<file path="config.mk">
export PLATFORM = sky130hd
export DESIGN_NAME = key_bucket_hash_top
export DESIGN_NICKNAME = d
export VERILOG_FILES = /design/src/rtl/kbh_pkg.sv /design/src/rtl/kbh_fifo.sv /design/src/rtl/kbh_front.sv /design/src/rtl/kbh_back.sv /design/src/rtl/key_bucket_hash_top.sv
export SDC_FILE = /design/constraint.sdc
export NUM_CORES = 2
export LEC_CHECK = 0
export ABC_CLOCK_PERIOD_IN_PS = 8400
export BUFFER_PORTS_ARGS = -buffer_cell sky130_fd_sc_hd__buf_4
export CORE_MARGIN = 2
export CORE_UTILIZATION = 55
export DETAILED_ROUTE_END_ITERATION = 8
export GPL_ROUTABILITY_DRIVEN = 0
export PLACE_DENSITY = 0.71
export REMOVE_ABC_BUFFERS = 1
export SETUP_SLACK_MARGIN = 0.1
export SLEW_MARGIN = 30
export SYNTH_ARGS = -nofsm -noshare
export SYNTH_HDL_FRONTEND = slang
export SYNTH_SLANG_ARGS = --single-unit
export TNS_END_PERCENT = 10
</file>
<file path="constraint.sdc">
create_clock -name clk_i -period 8.4 [get_ports clk_i]
set_input_delay 0.42 -clock clk_i [delete_from_list [all_inputs] [get_ports clk_i]]
set_output_delay 0.42 -clock clk_i [all_outputs]
set_load 0.01 [all_outputs]
</file>
<file path="src/rtl/kbh_pkg.sv">
// ----------------------------------------------------------------------------
// kbh_pkg
// types and constants shared by the key bucket hash modules
// ----------------------------------------------------------------------------
package kbh_pkg;

  localparam int unsigned BYTE_W     = 8;
  localparam int unsigned LEN_W      = 5;
  localparam int unsigned ACC_W      = 32;
  localparam int unsigned OPND_W     = 13;
  localparam int unsigned IDX_W      = 16;
  localparam int unsigned TSIZE_W    = 17;
  localparam int unsigned FIFO_DEPTH = 4;

  localparam logic [TSIZE_W-1:0] TSIZE_RESET = 17'd1024;
  localparam logic [TSIZE_W-1:0] TSIZE_MAX   = 17'd65536;
  localparam logic [TSIZE_W-1:0] TSIZE_MIN   = 17'd1;

  // what the back end does with one queued byte
  typedef enum logic [1:0] {
    OP_ZERO,
    OP_FIRST,
    OP_SECOND,
    OP_LATER
  } op_e;

  typedef struct packed {
    op_e               op;
    logic [OPND_W-1:0] operand;
    logic [LEN_W-1:0]  len;
    logic              last;
  } entry_t;

endpackage

</file>
<file path="src/rtl/kbh_fifo.sv">
// ----------------------------------------------------------------------------
// kbh_fifo
// short register queue between the front and the back end
// ----------------------------------------------------------------------------
module kbh_fifo (
  input  logic             clk_i,
  input  logic             rst_ni,
  input  logic             push_i,
  input  kbh_pkg::entry_t  push_data_i,
  output logic             full_o,
  input  logic             pop_i,
  output logic             empty_o,
  output kbh_pkg::entry_t  head_o
);

  localparam int unsigned Depth = kbh_pkg::FIFO_DEPTH;
  localparam int unsigned PtrW  = $clog2(Depth);
  localparam int unsigned CntW  = $clog2(Depth + 1);

  kbh_pkg::entry_t mem_q [Depth];
  logic [PtrW-1:0] wr_ptr_q, rd_ptr_q;
  logic [CntW-1:0] count_q;

  assign full_o  = (count_q == CntW'(Depth));
  assign empty_o = (count_q == '0);
  assign head_o  = mem_q[rd_ptr_q];

  always_ff @(posedge clk_i) begin
    if (push_i) begin
      mem_q[wr_ptr_q] <= push_data_i;
    end
  end

  always_ff @(posedge clk_i or negedge rst_ni) begin
    if (!rst_ni) begin
      wr_ptr_q <= '0;
      rd_ptr_q <= '0;
      count_q  <= '0;
    end else begin
      if (push_i) begin
        wr_ptr_q <= (wr_ptr_q == PtrW'(Depth - 1)) ? '0 : wr_ptr_q + 1'b1;
      end
      if (pop_i) begin
        rd_ptr_q <= (rd_ptr_q == PtrW'(Depth - 1)) ? '0 : rd_ptr_q + 1'b1;
      end
      if (push_i && !pop_i) begin
        count_q <= count_q + 1'b1;
      end else if (pop_i && !push_i) begin
        count_q <= count_q - 1'b1;
      end
    end
  end

endmodule

</file>
<file path="src/rtl/kbh_front.sv">
// ----------------------------------------------------------------------------
// kbh_front
// takes key bytes, tracks the byte position and classifies each byte
// ----------------------------------------------------------------------------
module kbh_front #(
  parameter int unsigned MAX_KEY_BYTES = 16
) (
  input  logic                        clk_i,
  input  logic                        rst_ni,
  input  logic                        in_valid_i,
  output logic                        in_ready_o,
  input  logic [kbh_pkg::BYTE_W-1:0]  key_byte_i,
  input  logic [kbh_pkg::LEN_W-1:0]   key_length_i,
  input  logic                        q_full_i,
  output logic                        push_o,
  output kbh_pkg::entry_t             push_data_o
);

  logic [kbh_pkg::LEN_W-1:0]  pos_q, pos_d;
  logic [kbh_pkg::LEN_W-1:0]  len;
  logic [kbh_pkg::LEN_W:0]    pos_inc;
  logic                       last;
  kbh_pkg::op_e               op;
  logic [kbh_pkg::OPND_W-1:0] operand;

  assign in_ready_o = !q_full_i;
  assign push_o     = in_valid_i && !q_full_i;

  always_comb begin
    // overlong keys count as the longest allowed
    if (32'(key_length_i) > MAX_KEY_BYTES) begin
      len = kbh_pkg::LEN_W'(MAX_KEY_BYTES);
    end else begin
      len = key_length_i;
    end

    pos_inc = {1'b0, pos_q} + 1'b1;
    last    = (len == '0) || (pos_inc >= {1'b0, len});

    if (len == '0) begin
      op = kbh_pkg::OP_ZERO;
    end else if (pos_q == kbh_pkg::LEN_W'(0)) begin
      op = kbh_pkg::OP_FIRST;
    end else if (pos_q == kbh_pkg::LEN_W'(1)) begin
      op = kbh_pkg::OP_SECOND;
    end else begin
      op = kbh_pkg::OP_LATER;
    end

    unique case (op)
      kbh_pkg::OP_ZERO:   operand = '0;
      kbh_pkg::OP_FIRST:  operand = kbh_pkg::OPND_W'(key_byte_i);
      kbh_pkg::OP_SECOND: operand = kbh_pkg::OPND_W'(key_byte_i) * kbh_pkg::OPND_W'(len);
      kbh_pkg::OP_LATER:  operand = kbh_pkg::OPND_W'(key_byte_i) * kbh_pkg::OPND_W'(pos_q)
                                    + kbh_pkg::OPND_W'(len) + kbh_pkg::OPND_W'(pos_q);
      default:            operand = '0;
    endcase

    pos_d = last ? '0 : pos_inc[kbh_pkg::LEN_W-1:0];

    push_data_o.op      = op;
    push_data_o.operand = operand;
    push_data_o.len     = len;
    push_data_o.last    = last;
  end

  always_ff @(posedge clk_i or negedge rst_ni) begin
    if (!rst_ni) begin
      pos_q <= '0;
    end else if (push_o) begin
      pos_q <= pos_d;
    end
  end

endmodule

</file>
<file path="src/rtl/kbh_back.sv">
// ----------------------------------------------------------------------------
// kbh_back
// accumulator update, final scale and bit-serial modulo by the table size
// ----------------------------------------------------------------------------
module kbh_back (
  input  logic                         clk_i,
  input  logic                         rst_ni,
  input  logic                         cfg_we_i,
  input  logic [kbh_pkg::TSIZE_W-1:0]  cfg_wdata_i,
  input  logic                         q_empty_i,
  input  kbh_pkg::entry_t              head_i,
  output logic                         pop_o,
  output logic                         out_valid_o,
  input  logic                         out_ready_i,
  output logic [kbh_pkg::IDX_W-1:0]    bucket_index_o
);

  typedef enum logic [1:0] {
    ST_IDLE,
    ST_HASH,
    ST_MOD,
    ST_DONE
  } state_e;

  localparam int unsigned CntW = $clog2(kbh_pkg::ACC_W);

  state_e                      state_q;
  logic [kbh_pkg::ACC_W-1:0]   acc_q, acc_d;
  logic [kbh_pkg::ACC_W-1:0]   h_q;
  logic [kbh_pkg::LEN_W-1:0]   len_q;
  logic [kbh_pkg::IDX_W-1:0]   rem_q, rem_d;
  logic [CntW-1:0]             cnt_q;
  logic [kbh_pkg::TSIZE_W-1:0] tsize_q;
  logic [kbh_pkg::TSIZE_W-1:0] modulus;
  logic [kbh_pkg::TSIZE_W-1:0] trial;
  logic                        out_valid_q;
  logic [kbh_pkg::IDX_W-1:0]   out_q;
  logic                        out_free;

  assign pop_o          = (state_q == ST_IDLE) && !q_empty_i;
  assign out_valid_o    = out_valid_q;
  assign bucket_index_o = out_q;
  assign out_free       = !out_valid_q || out_ready_i;

  always_comb begin
    if (tsize_q == '0) begin
      modulus = kbh_pkg::TSIZE_MIN;
    end else if (tsize_q > kbh_pkg::TSIZE_MAX) begin
      modulus = kbh_pkg::TSIZE_MAX;
    end else begin
      modulus = tsize_q;
    end

    unique case (head_i.op)
      kbh_pkg::OP_ZERO:   acc_d = '0;
      kbh_pkg::OP_FIRST:  acc_d = kbh_pkg::ACC_W'(head_i.operand);
      kbh_pkg::OP_SECOND: acc_d = acc_q + kbh_pkg::ACC_W'(head_i.operand);
      kbh_pkg::OP_LATER:  acc_d = acc_q * kbh_pkg::ACC_W'(head_i.operand);
      default:            acc_d = acc_q;
    endcase

    // restoring step: remainder stays below the modulus
    trial = {rem_q, h_q[kbh_pkg::ACC_W-1]};
    if (trial >= modulus) begin
      rem_d = kbh_pkg::IDX_W'(trial - modulus);
    end else begin
      rem_d = trial[kbh_pkg::IDX_W-1:0];
    end
  end

  always_ff @(posedge clk_i or negedge rst_ni) begin
    if (!rst_ni) begin
      state_q     <= ST_IDLE;
      acc_q       <= '0;
      h_q         <= '0;
      len_q       <= '0;
      rem_q       <= '0;
      cnt_q       <= '0;
      tsize_q     <= kbh_pkg::TSIZE_RESET;
      out_valid_q <= 1'b0;
      out_q       <= '0;
    end else begin
      if (cfg_we_i) begin
        tsize_q <= cfg_wdata_i;
      end
      if ((state_q == ST_DONE) && out_free) begin
        out_valid_q <= 1'b1;
        out_q       <= rem_q;
      end else if (out_valid_q && out_ready_i) begin
        out_valid_q <= 1'b0;
      end
      unique case (state_q)
        ST_IDLE: begin
          if (pop_o) begin
            acc_q <= acc_d;
            len_q <= head_i.len;
            if (head_i.last) begin
              state_q <= ST_HASH;
            end
          end
        end
        ST_HASH: begin
          h_q     <= acc_q * kbh_pkg::ACC_W'(len_q);
          acc_q   <= '0;
          rem_q   <= '0;
          cnt_q   <= '0;
          state_q <= ST_MOD;
        end
        ST_MOD: begin
          h_q   <= {h_q[kbh_pkg::ACC_W-2:0], 1'b0};
          rem_q <= rem_d;
          cnt_q <= cnt_q + 1'b1;
          if (cnt_q == CntW'(kbh_pkg::ACC_W - 1)) begin
            state_q <= ST_DONE;
          end
        end
        ST_DONE: begin
          if (out_free) begin
            state_q <= ST_IDLE;
          end
        end
        default: state_q <= ST_IDLE;
      endcase
    end
  end

endmodule

</file>
<file path="src/rtl/key_bucket_hash_top.sv">
// ----------------------------------------------------------------------------
// key_bucket_hash_top
// byte-serial bucket hash of a key, reduced modulo the table size
// ----------------------------------------------------------------------------
//  channel  | handshake               | payload
//  input    | in_valid_i / in_ready_o | key_byte_i, key_length_i
//  output   | out_valid_o/out_ready_i | bucket_index_o
//  config   | cfg_we_i                | cfg_wdata_i (table size)
//
// the front takes one byte a cycle while the 4-entry queue has room
// the back end folds each queued byte into the accumulator while idle
// a completed key then passes a scale state, 32 modulo steps and a done state
// reset clears position, accumulator, queue and result; table size goes to 1024
// a waiting result holds the back end, bytes keep queuing until the queue fills
module key_bucket_hash_top #(
  parameter int unsigned MAX_KEY_BYTES = 16
) (
  input  logic                         clk_i,
  input  logic                         rst_ni,
  input  logic                         in_valid_i,
  output logic                         in_ready_o,
  input  logic [kbh_pkg::BYTE_W-1:0]   key_byte_i,
  input  logic [kbh_pkg::LEN_W-1:0]    key_length_i,
  output logic                         out_valid_o,
  input  logic                         out_ready_i,
  output logic [kbh_pkg::IDX_W-1:0]    bucket_index_o,
  input  logic                         cfg_we_i,
  input  logic [kbh_pkg::TSIZE_W-1:0]  cfg_wdata_i
);

  logic            q_full, q_empty, push, pop;
  kbh_pkg::entry_t push_data, head;

  kbh_front #(
    .MAX_KEY_BYTES (MAX_KEY_BYTES)
  ) u_front (
    .clk_i        (clk_i),
    .rst_ni       (rst_ni),
    .in_valid_i   (in_valid_i),
    .in_ready_o   (in_ready_o),
    .key_byte_i   (key_byte_i),
    .key_length_i (key_length_i),
    .q_full_i     (q_full),
    .push_o       (push),
    .push_data_o  (push_data)
  );

  kbh_fifo u_fifo (
    .clk_i       (clk_i),
    .rst_ni      (rst_ni),
    .push_i      (push),
    .push_data_i (push_data),
    .full_o      (q_full),
    .pop_i       (pop),
    .empty_o     (q_empty),
    .head_o      (head)
  );

  kbh_back u_back (
    .clk_i          (clk_i),
    .rst_ni         (rst_ni),
    .cfg_we_i       (cfg_we_i),
    .cfg_wdata_i    (cfg_wdata_i),
    .q_empty_i      (q_empty),
    .head_i         (head),
    .pop_o          (pop),
    .out_valid_o    (out_valid_o),
    .out_ready_i    (out_ready_i),
    .bucket_index_o (bucket_index_o)
  );

endmodule

</file>
# [Word-level counts from Yosys, hierarchy flattened]
# Memory sizes are Yosys's and may differ from the RTL's.
# Index checks and enable logic that the tools add are counted.
[word_totals] output_inout_bits=18 ram_bits=84 n_memories=1 register_bits=138 wordCells=105 inputBits=35
[op_classes] n_eq_ne=18 muxes=28 magnitude_cmp=4 n_reduce_logical=27 add_sub_neg=10 mul=4
[mem_list] name="u_fifo.mem_q" depth=4 word_bits=21 read_ports=1 rd_ports_with_merged_regs=0 write_ports=1 line_no="kbh_fifo.sv:20" rtl="kbh_pkg::entry_t mem_q [Depth];"
[ops] cell="$pmux W32 S2" count=2
[ops] cell="$pmux W32 S4" count=1
[ops] cell="$pmux W13 S4" count=1
[ops] cell="$mux W17" count=2
[ops] cell="$add A32 B13 Y32" count=1
[ops] cell="$mul A32 B13 Y32" count=1
[ops] cell="$mul A32 B5 Y32" count=1
[ops] cell="$mux W32" count=1
[ops] cell="$pmux W16 S2" count=1
[ops] cell="$add A13 B5 Y13" count=2
[ops] cell="$mul A8 B5 Y13" count=2
[ops] cell="$ge A17 B17 Y1" count=1
[ops] cell="$gt A17 B17 Y1 const B" count=1
[ops] cell="$logic_not A17 Y1" count=1
[ops] cell="$eq A2 B2 Y1 const B" count=8
[ops] cell="$mux W16" count=1
[ops] cell="$mux W2" count=8
[ops] cell="$sub A16 B16 Y16" count=1
[ops] cell="$logic_not A5 Y1" count=2
[ops] cell="$mux W5" count=2
[ops] cell="$pmux W5 S2" count=1
[ops] cell="$pmux W2 S4" count=1
[ops] cell="$reduce_bool A2 Y1" count=4
[ops] cell="$add A5 B1 Y6 const B" count=1
[ops] cell="other kinds (21)" count=44

# [Logic depth before layout (Yosys ltp)]
[logic_depth] ltp_word=7 ltp_mapped=26 depth_no_buf=24

# [By module]
# From an unflattened synthesis, not the netlist that was laid out.
[hier_totals] cells_unflattened=3043 area_unflattened_um2=28269.6
[modules_own_cells] mod="kbh_back" cells_per_inst=2461 seq_area_each_um2=3154.3 n_inst=1 area_per_inst_um2=21237.9
[modules_own_cells] mod="kbh_front" cells_per_inst=435 seq_area_each_um2=125.1 n_inst=1 area_per_inst_um2=3552.2
[modules_own_cells] mod="kbh_fifo" cells_per_inst=147 seq_area_each_um2=2697.6 n_inst=1 area_per_inst_um2=3479.6

# [Worst setup path after synthesis]
# No wires, ideal clock.
[synth_timing] path_type="register -> register" start="register u_fifo.rd_ptr_q[1]" end="register u_back.acc_q[31] (netlist name)" setup_ns=0.126 stages_incl_launch_ff=26 t_arrival_ns=6.413 n_path_buf=2 slack_ns=1.861 t_required_ns=8.274 period_less_slack_ns=6.539 cell_sequence="dfrtp_1 > buf_4 > mux2_2 > a21oi_1 > inv_2 > clkbuf_1 > and2_1 > fa_1 > inv_1 > fa_1 > inv_1 > fa_1 > fa_1 > inv_1 > fa_1 > inv_1 > ha_1 > a2111oi_0 > o21ai_0 > a32oi_1 > o21ai_0 > a31o_2 > a311oi_1 > xnor2_1 > nor2_1 > a221o_1"
[synth_via] elab_chain_cells=5 elab_cells_between_ends=10 cone_classes="1 x add/sub; 1 x mul; 3 x eq/ne; 3 x mux; 1 x reduce/logical; 1 x memory"
[synth_lines] element="start: declaration" line_no="kbh_fifo.sv:21" rtl="logic [PtrW-1:0] wr_ptr_q, rd_ptr_q;"
[synth_lines] element="start signal: assignment" line_no="kbh_fifo.sv:44" rtl="rd_ptr_q <= (rd_ptr_q == PtrW'(Depth - 1)) ? '0 : rd_ptr_q + 1'b1;"
[synth_lines] element="$mem_v2 Z4 W21 *"
[synth_lines] element="$mul A32 B13 Y32 (tied with other cells)" line_no="kbh_back.sv:58" rtl="kbh_pkg::OP_LATER: acc_d = acc_q * kbh_pkg::ACC_W'(head_i.operand);"
[synth_lines] element="$pmux W32 S4 *" line_no="kbh_back.sv:54" rtl="unique case (head_i.op)"
[synth_lines] element="$mux W32 *" line_no="kbh_back.sv:94" rtl="if (pop_o) begin"
[synth_lines] element="$pmux W32 S2 *" line_no="kbh_back.sv:92" rtl="unique case (state_q)"
[synth_lines] element="end signal: assignment" line_no="kbh_back.sv:74" rtl="acc_q <= '0;"
[synth_lines] element="end signal: assignment" line_no="kbh_back.sv:95" rtl="acc_q <= acc_d;"
[synth_lines] element="end signal: assignment" line_no="kbh_back.sv:104" rtl="acc_q <= '0;"
[synth_lines] element="end: declaration" line_no="kbh_back.sv:28" rtl="logic [kbh_pkg::ACC_W-1:0] acc_q, acc_d;"
# Mark *: on every way between the ends. The rest lies on a longest branch, timed or not. The select of a mux whose other input is x is not followed.
# A chain may end at the register's enable or synchronous reset.

# [Final worst setup path]
[layout_timing] start="register u_fifo.rd_ptr_q[1]" end="register u_back.acc_q[28] (netlist name)"
# Same word-level chain as after synthesis.

==> key figures <==
Setup path
  – Critical Path Fanout Max: 20
  – Critical Path End: u_back.acc_q[28]
  – Critical Path End Type: register
  – Critical Path Max Stage Delay: 0.80 ns
  – Most used cell, CP: fa_1
  – Crit Path Class: register to register
  – Worst Path Arrival: 8.31 ns
  – Worst R2R Path Depth: 21
  – R2r startpoint: u_fifo.rd_ptr_q[1]
  – Worst R2R Setup Slack: 0.51 ns
  – CP startpoint: u_fifo.rd_ptr_q[1]
  – Worst path required time: 8.81 ns
  – Critical Path Source Type: register
  – Critical-path top delay cell: dfrtp_1
  – Cell depth of the worst setup path: 21
  – Worst-path cell chain: mux2_2 > a21oi_1 > inv_1 > and2_1 > fa_1 > fa_1 > fa_1 > fa_1 > inv_1 > fa_1 > inv_1 > ha_1 > a211oi_1 > nor2_1 > o311ai_0 > nand2_1 > a41oi_2 > o21ai_2 > a31oi_1 > xnor2_1 > a221o_1
  – Worst reg2reg endpoint: u_back.acc_q[28]
  – CP bufs+invs: 3
  – Delay-heaviest family, CP: adder cells

Die
  – Num rows: 82
  – Die Y: 230 um
  – Top Ports: 53
  – Initial Util: 55.9%
  – Die W: 230 um
  – Die Area: 52,900 um2
  – Core area: 50,300 um2

Clocking
  – CTS clock-pin slew for the worst setup and hold paths: 0.06 ns
  – Root buf cell: clkbuf_16
  – CTS tree: yes
  – Clk sinks: 222
  – Clock Path Buffers: 3
  – Skew-Pair Late Insertion Delay: 0.53 ns
  – H-tree depth: 1
  – CTS buffer count: 25

Final layout
  – Share of cells above drive strength 1: 6.46%
  – Fin nets: 3,661
  – # diodes: 0
  – Syn-to-layout area delta: 6.08%
  – Final cell area excluding filler cells: 29,800 um2
  – Filler cells: 4,384

Yosys
  – Prevailing post-synth register cell: dfrtp_1
  – Synth area leader: fa_1
  – Sequential element share of the synthesized area: 21.3%
  – Post-synth ARST share: 62.2%
  – Top post-synthesis cells by area: fa_1 28%, dfrtp_1 12%, edfxtp_1 9.0%
  – Number of synthesis warnings: 0
  – Flops & latches, synth: 222
  – Post-Syn Area per Cell: 9.12 um2
  – Most frequent cell after synthesis: inv_1
  – Count of cell types in the netlist: 75
  – Top post-synthesis cells by count: 506 x inv_1, 457 x nand2_1, 387 x fa_1, 240 x and2_1, 192 x ha_1
  – Post-Syn Instances: 3,084
  – Number of flops mapped to enable cells by yosys: 84
  – Synth Cell Area: 28,100 um2
  – Share of the synthesized area in the top cell type: 27.6%

Power
  – Clock power share: 8.7%
  – Internal Dissipation: 0.00561 W
  – Sw Share: 53.7%
  – Flop pwr share: 16.5%
  – Comb power frac: 74.8%
  – Worst IR Drop VDD: 0.000343 V
  – P_leak: 14.2 nW
  – Cell Pwr Density: 406 nW/um2
  – NetSw: 0.00651 W

Global route
  – Busiest grt layer: met2
  – GRT Total Usage: 26.1%
  – Global Route met2 Usage: 45.2%
  – Initial antenna violation count: 1
  – Maximum number of pins on one net before global-route repair: 82
  – Vias in the first global route: 22,400
  – M1 GR Usage: 33.1%
  – First-pass GRT wire length: 112 mm
  – M3 GR Usage: 4.49%
  – Total gr overflow: 0

STA
  – RSZ-0062 raised after global routing: no
  – Fmax achieved: 127 MHz
  – Tmin final: 7.89 ns
  – Fin Hold WS: 0.102 ns
  – Max Slew Vio Count: 0
  – Tcrit/Tclk final: 94.0%
  – Post-Route Setup TNS: 0 ns
  – Worst Tran Pin Value: 1.02 ns
  – Endpoints failing hold: 0
  – Setup violators final: 0
  – Layout Skew: 0.0101 ns
  – Slew margin rel.: 31.9%

Route
  – Vias: 21,500
  – DRT Wirelength: 67.4 mm
  – Antenna Nets Post-Route: 0
  – 1st-iter DRT viols: 1,767
  – # DRC: 0
  – DR vias/cell: 5.76
  – 1st-pass router iterations: 8
  – Wire per inst: 18.0 um

Placed design
  – Port-buffer cells: 52
  – DP Area: 29,000 um2
  – Detail Placement HPWL: 50.5 mm

Status
  – Outcome: complete, no violations

Min path
  – Hold WC Path Type: primary input to register

Job
  – Max capacitance violation total: 0
[cells in the final DEF, fill, tap and decap left out, drive strengths merged, types with 34 or more instances in the layout]
master	count
inv	511
nand2	457
fa	387
and2	240
ha	192
dfrtp	137
o21ai	133
a21oi	131
nor2	108
edfxtp	84
buf	83
xnor2	80
a21o	40
xor2	38
o22ai	34
[area by class of cell]
| cell class | instances | area (um2) | area share, % |
|---|---|---|---|
| Tap cell | 672 | 841 | 2.82 |
| Sequential cell | 222 | 5980 | 20.1 |
| Clock inverter | 11 | 98.8 | 0.331 |
| Multi-Input combinational cell | 2204 | 19700 | 65.9 |
| Clock buffer | 32 | 682 | 2.29 |
| Timing Repair inverter | 1 | 7.51 | 0.0252 |
| Timing Repair Buffer | 84 | 641 | 2.15 |
| Inverter | 509 | 1910 | 6.42 |
[how the worst min path moves through the flow]
| stage | start | end | slack, ns | cells after the start |
|---|---|---|---|---|
| after floorplan | rst_ni | u_back.acc_q[0] | 0.12 | 0 |
| after global placement | rst_ni | u_front.pos_q[4] | 0.40 | 1 |
| after detailed placement | rst_ni | u_front.pos_q[4] | 0.42 | 1 |
| after CTS | cfg_wdata_i[0] | u_back.tsize_q[0] | 0.09 | 3 |
| after global routing | cfg_wdata_i[4] | u_back.tsize_q[4] | 0.11 | 2 |
| final | cfg_wdata_i[0] | u_back.tsize_q[0] | 0.10 | 3 |
[repair_timing]
action                                  4_1_cts  5_1_grt
resized for setup                             0        2
setup buffers                                 0        2
endpoints found under the setup margin        0        5
hold buffers                                  1        0
endpoints found under the hold margin        56        0
[kinds of logic (layout without fill, tap and decap cells)]
kind of cell	Yosys count	count (layout)	share of synthesized area, %
xor gates and xnor gates	118	118	3.68
AOI/OAI and AO/OA	482	482	10.6
adders and majority gates	579	579	36.1
buffers and inverters	658	637	8.91
and+or+nand+nor	949	949	15.9
muxes	76	76	3.47
DFF	222	222	21.3
[power groups by stage]
stage	logic [W]	clock network (W)	registers, W
floorplan	0.00648	0	0.00187
global placement	0.00867	0	0.00199
detailed placement	0.00889	0	0.00200
CTS	0.00897	0.00108	0.00199
global route	0.0102	0.00111	0.00205
finish	0.00906	0.00106	0.00200
[flip-flops by register name, indices dropped and copies added (netlist names)]
name,count
u_fifo.count_q,3
u_back.tsize_q,17
u_back.state_q,2
u_back.acc_q,32
u_back.bucket_index_o,16
u_back.out_valid_o,1
u_back.cnt_q,5
u_fifo.wr_ptr_q,2
u_fifo.rd_ptr_q,2
u_back.rem_q,16
u_back.len_q,5
u_back.h_q,32
u_fifo.mem_q,84
u_front.pos_q,5
[metrics by stage]
step | instances | total power [W] | utilization [%] | setup WS [ns]
after floorplan | 2935 | 0.00835 | - | 1.46
after global placement | 3688 | 0.0107 | 57.7 | 0.761
after detailed placement | 3688 | 0.0109 | 57.7 | 0.672
after CTS | 3732 | 0.0120 | 59.3 | 0.621
after global routing | 3735 | 0.0134 | 59.3 | 0.113
final | 3735 | 0.0121 | 59.3 | 0.507
[tightest hold or removal path, cell delays in order]
cell	delay (ns)
buf_4	0.08
nand2_1	0.04
o21ai_0	0.06
[layer usage]
metal	vias to the layer above	routed length, um
met1	10800	27300
li1	9772	-
met2	744	32600
met3	183	4890
met5	-	13
met4	2	2630
Note: power is estimated with default switching activity, not from simulation.
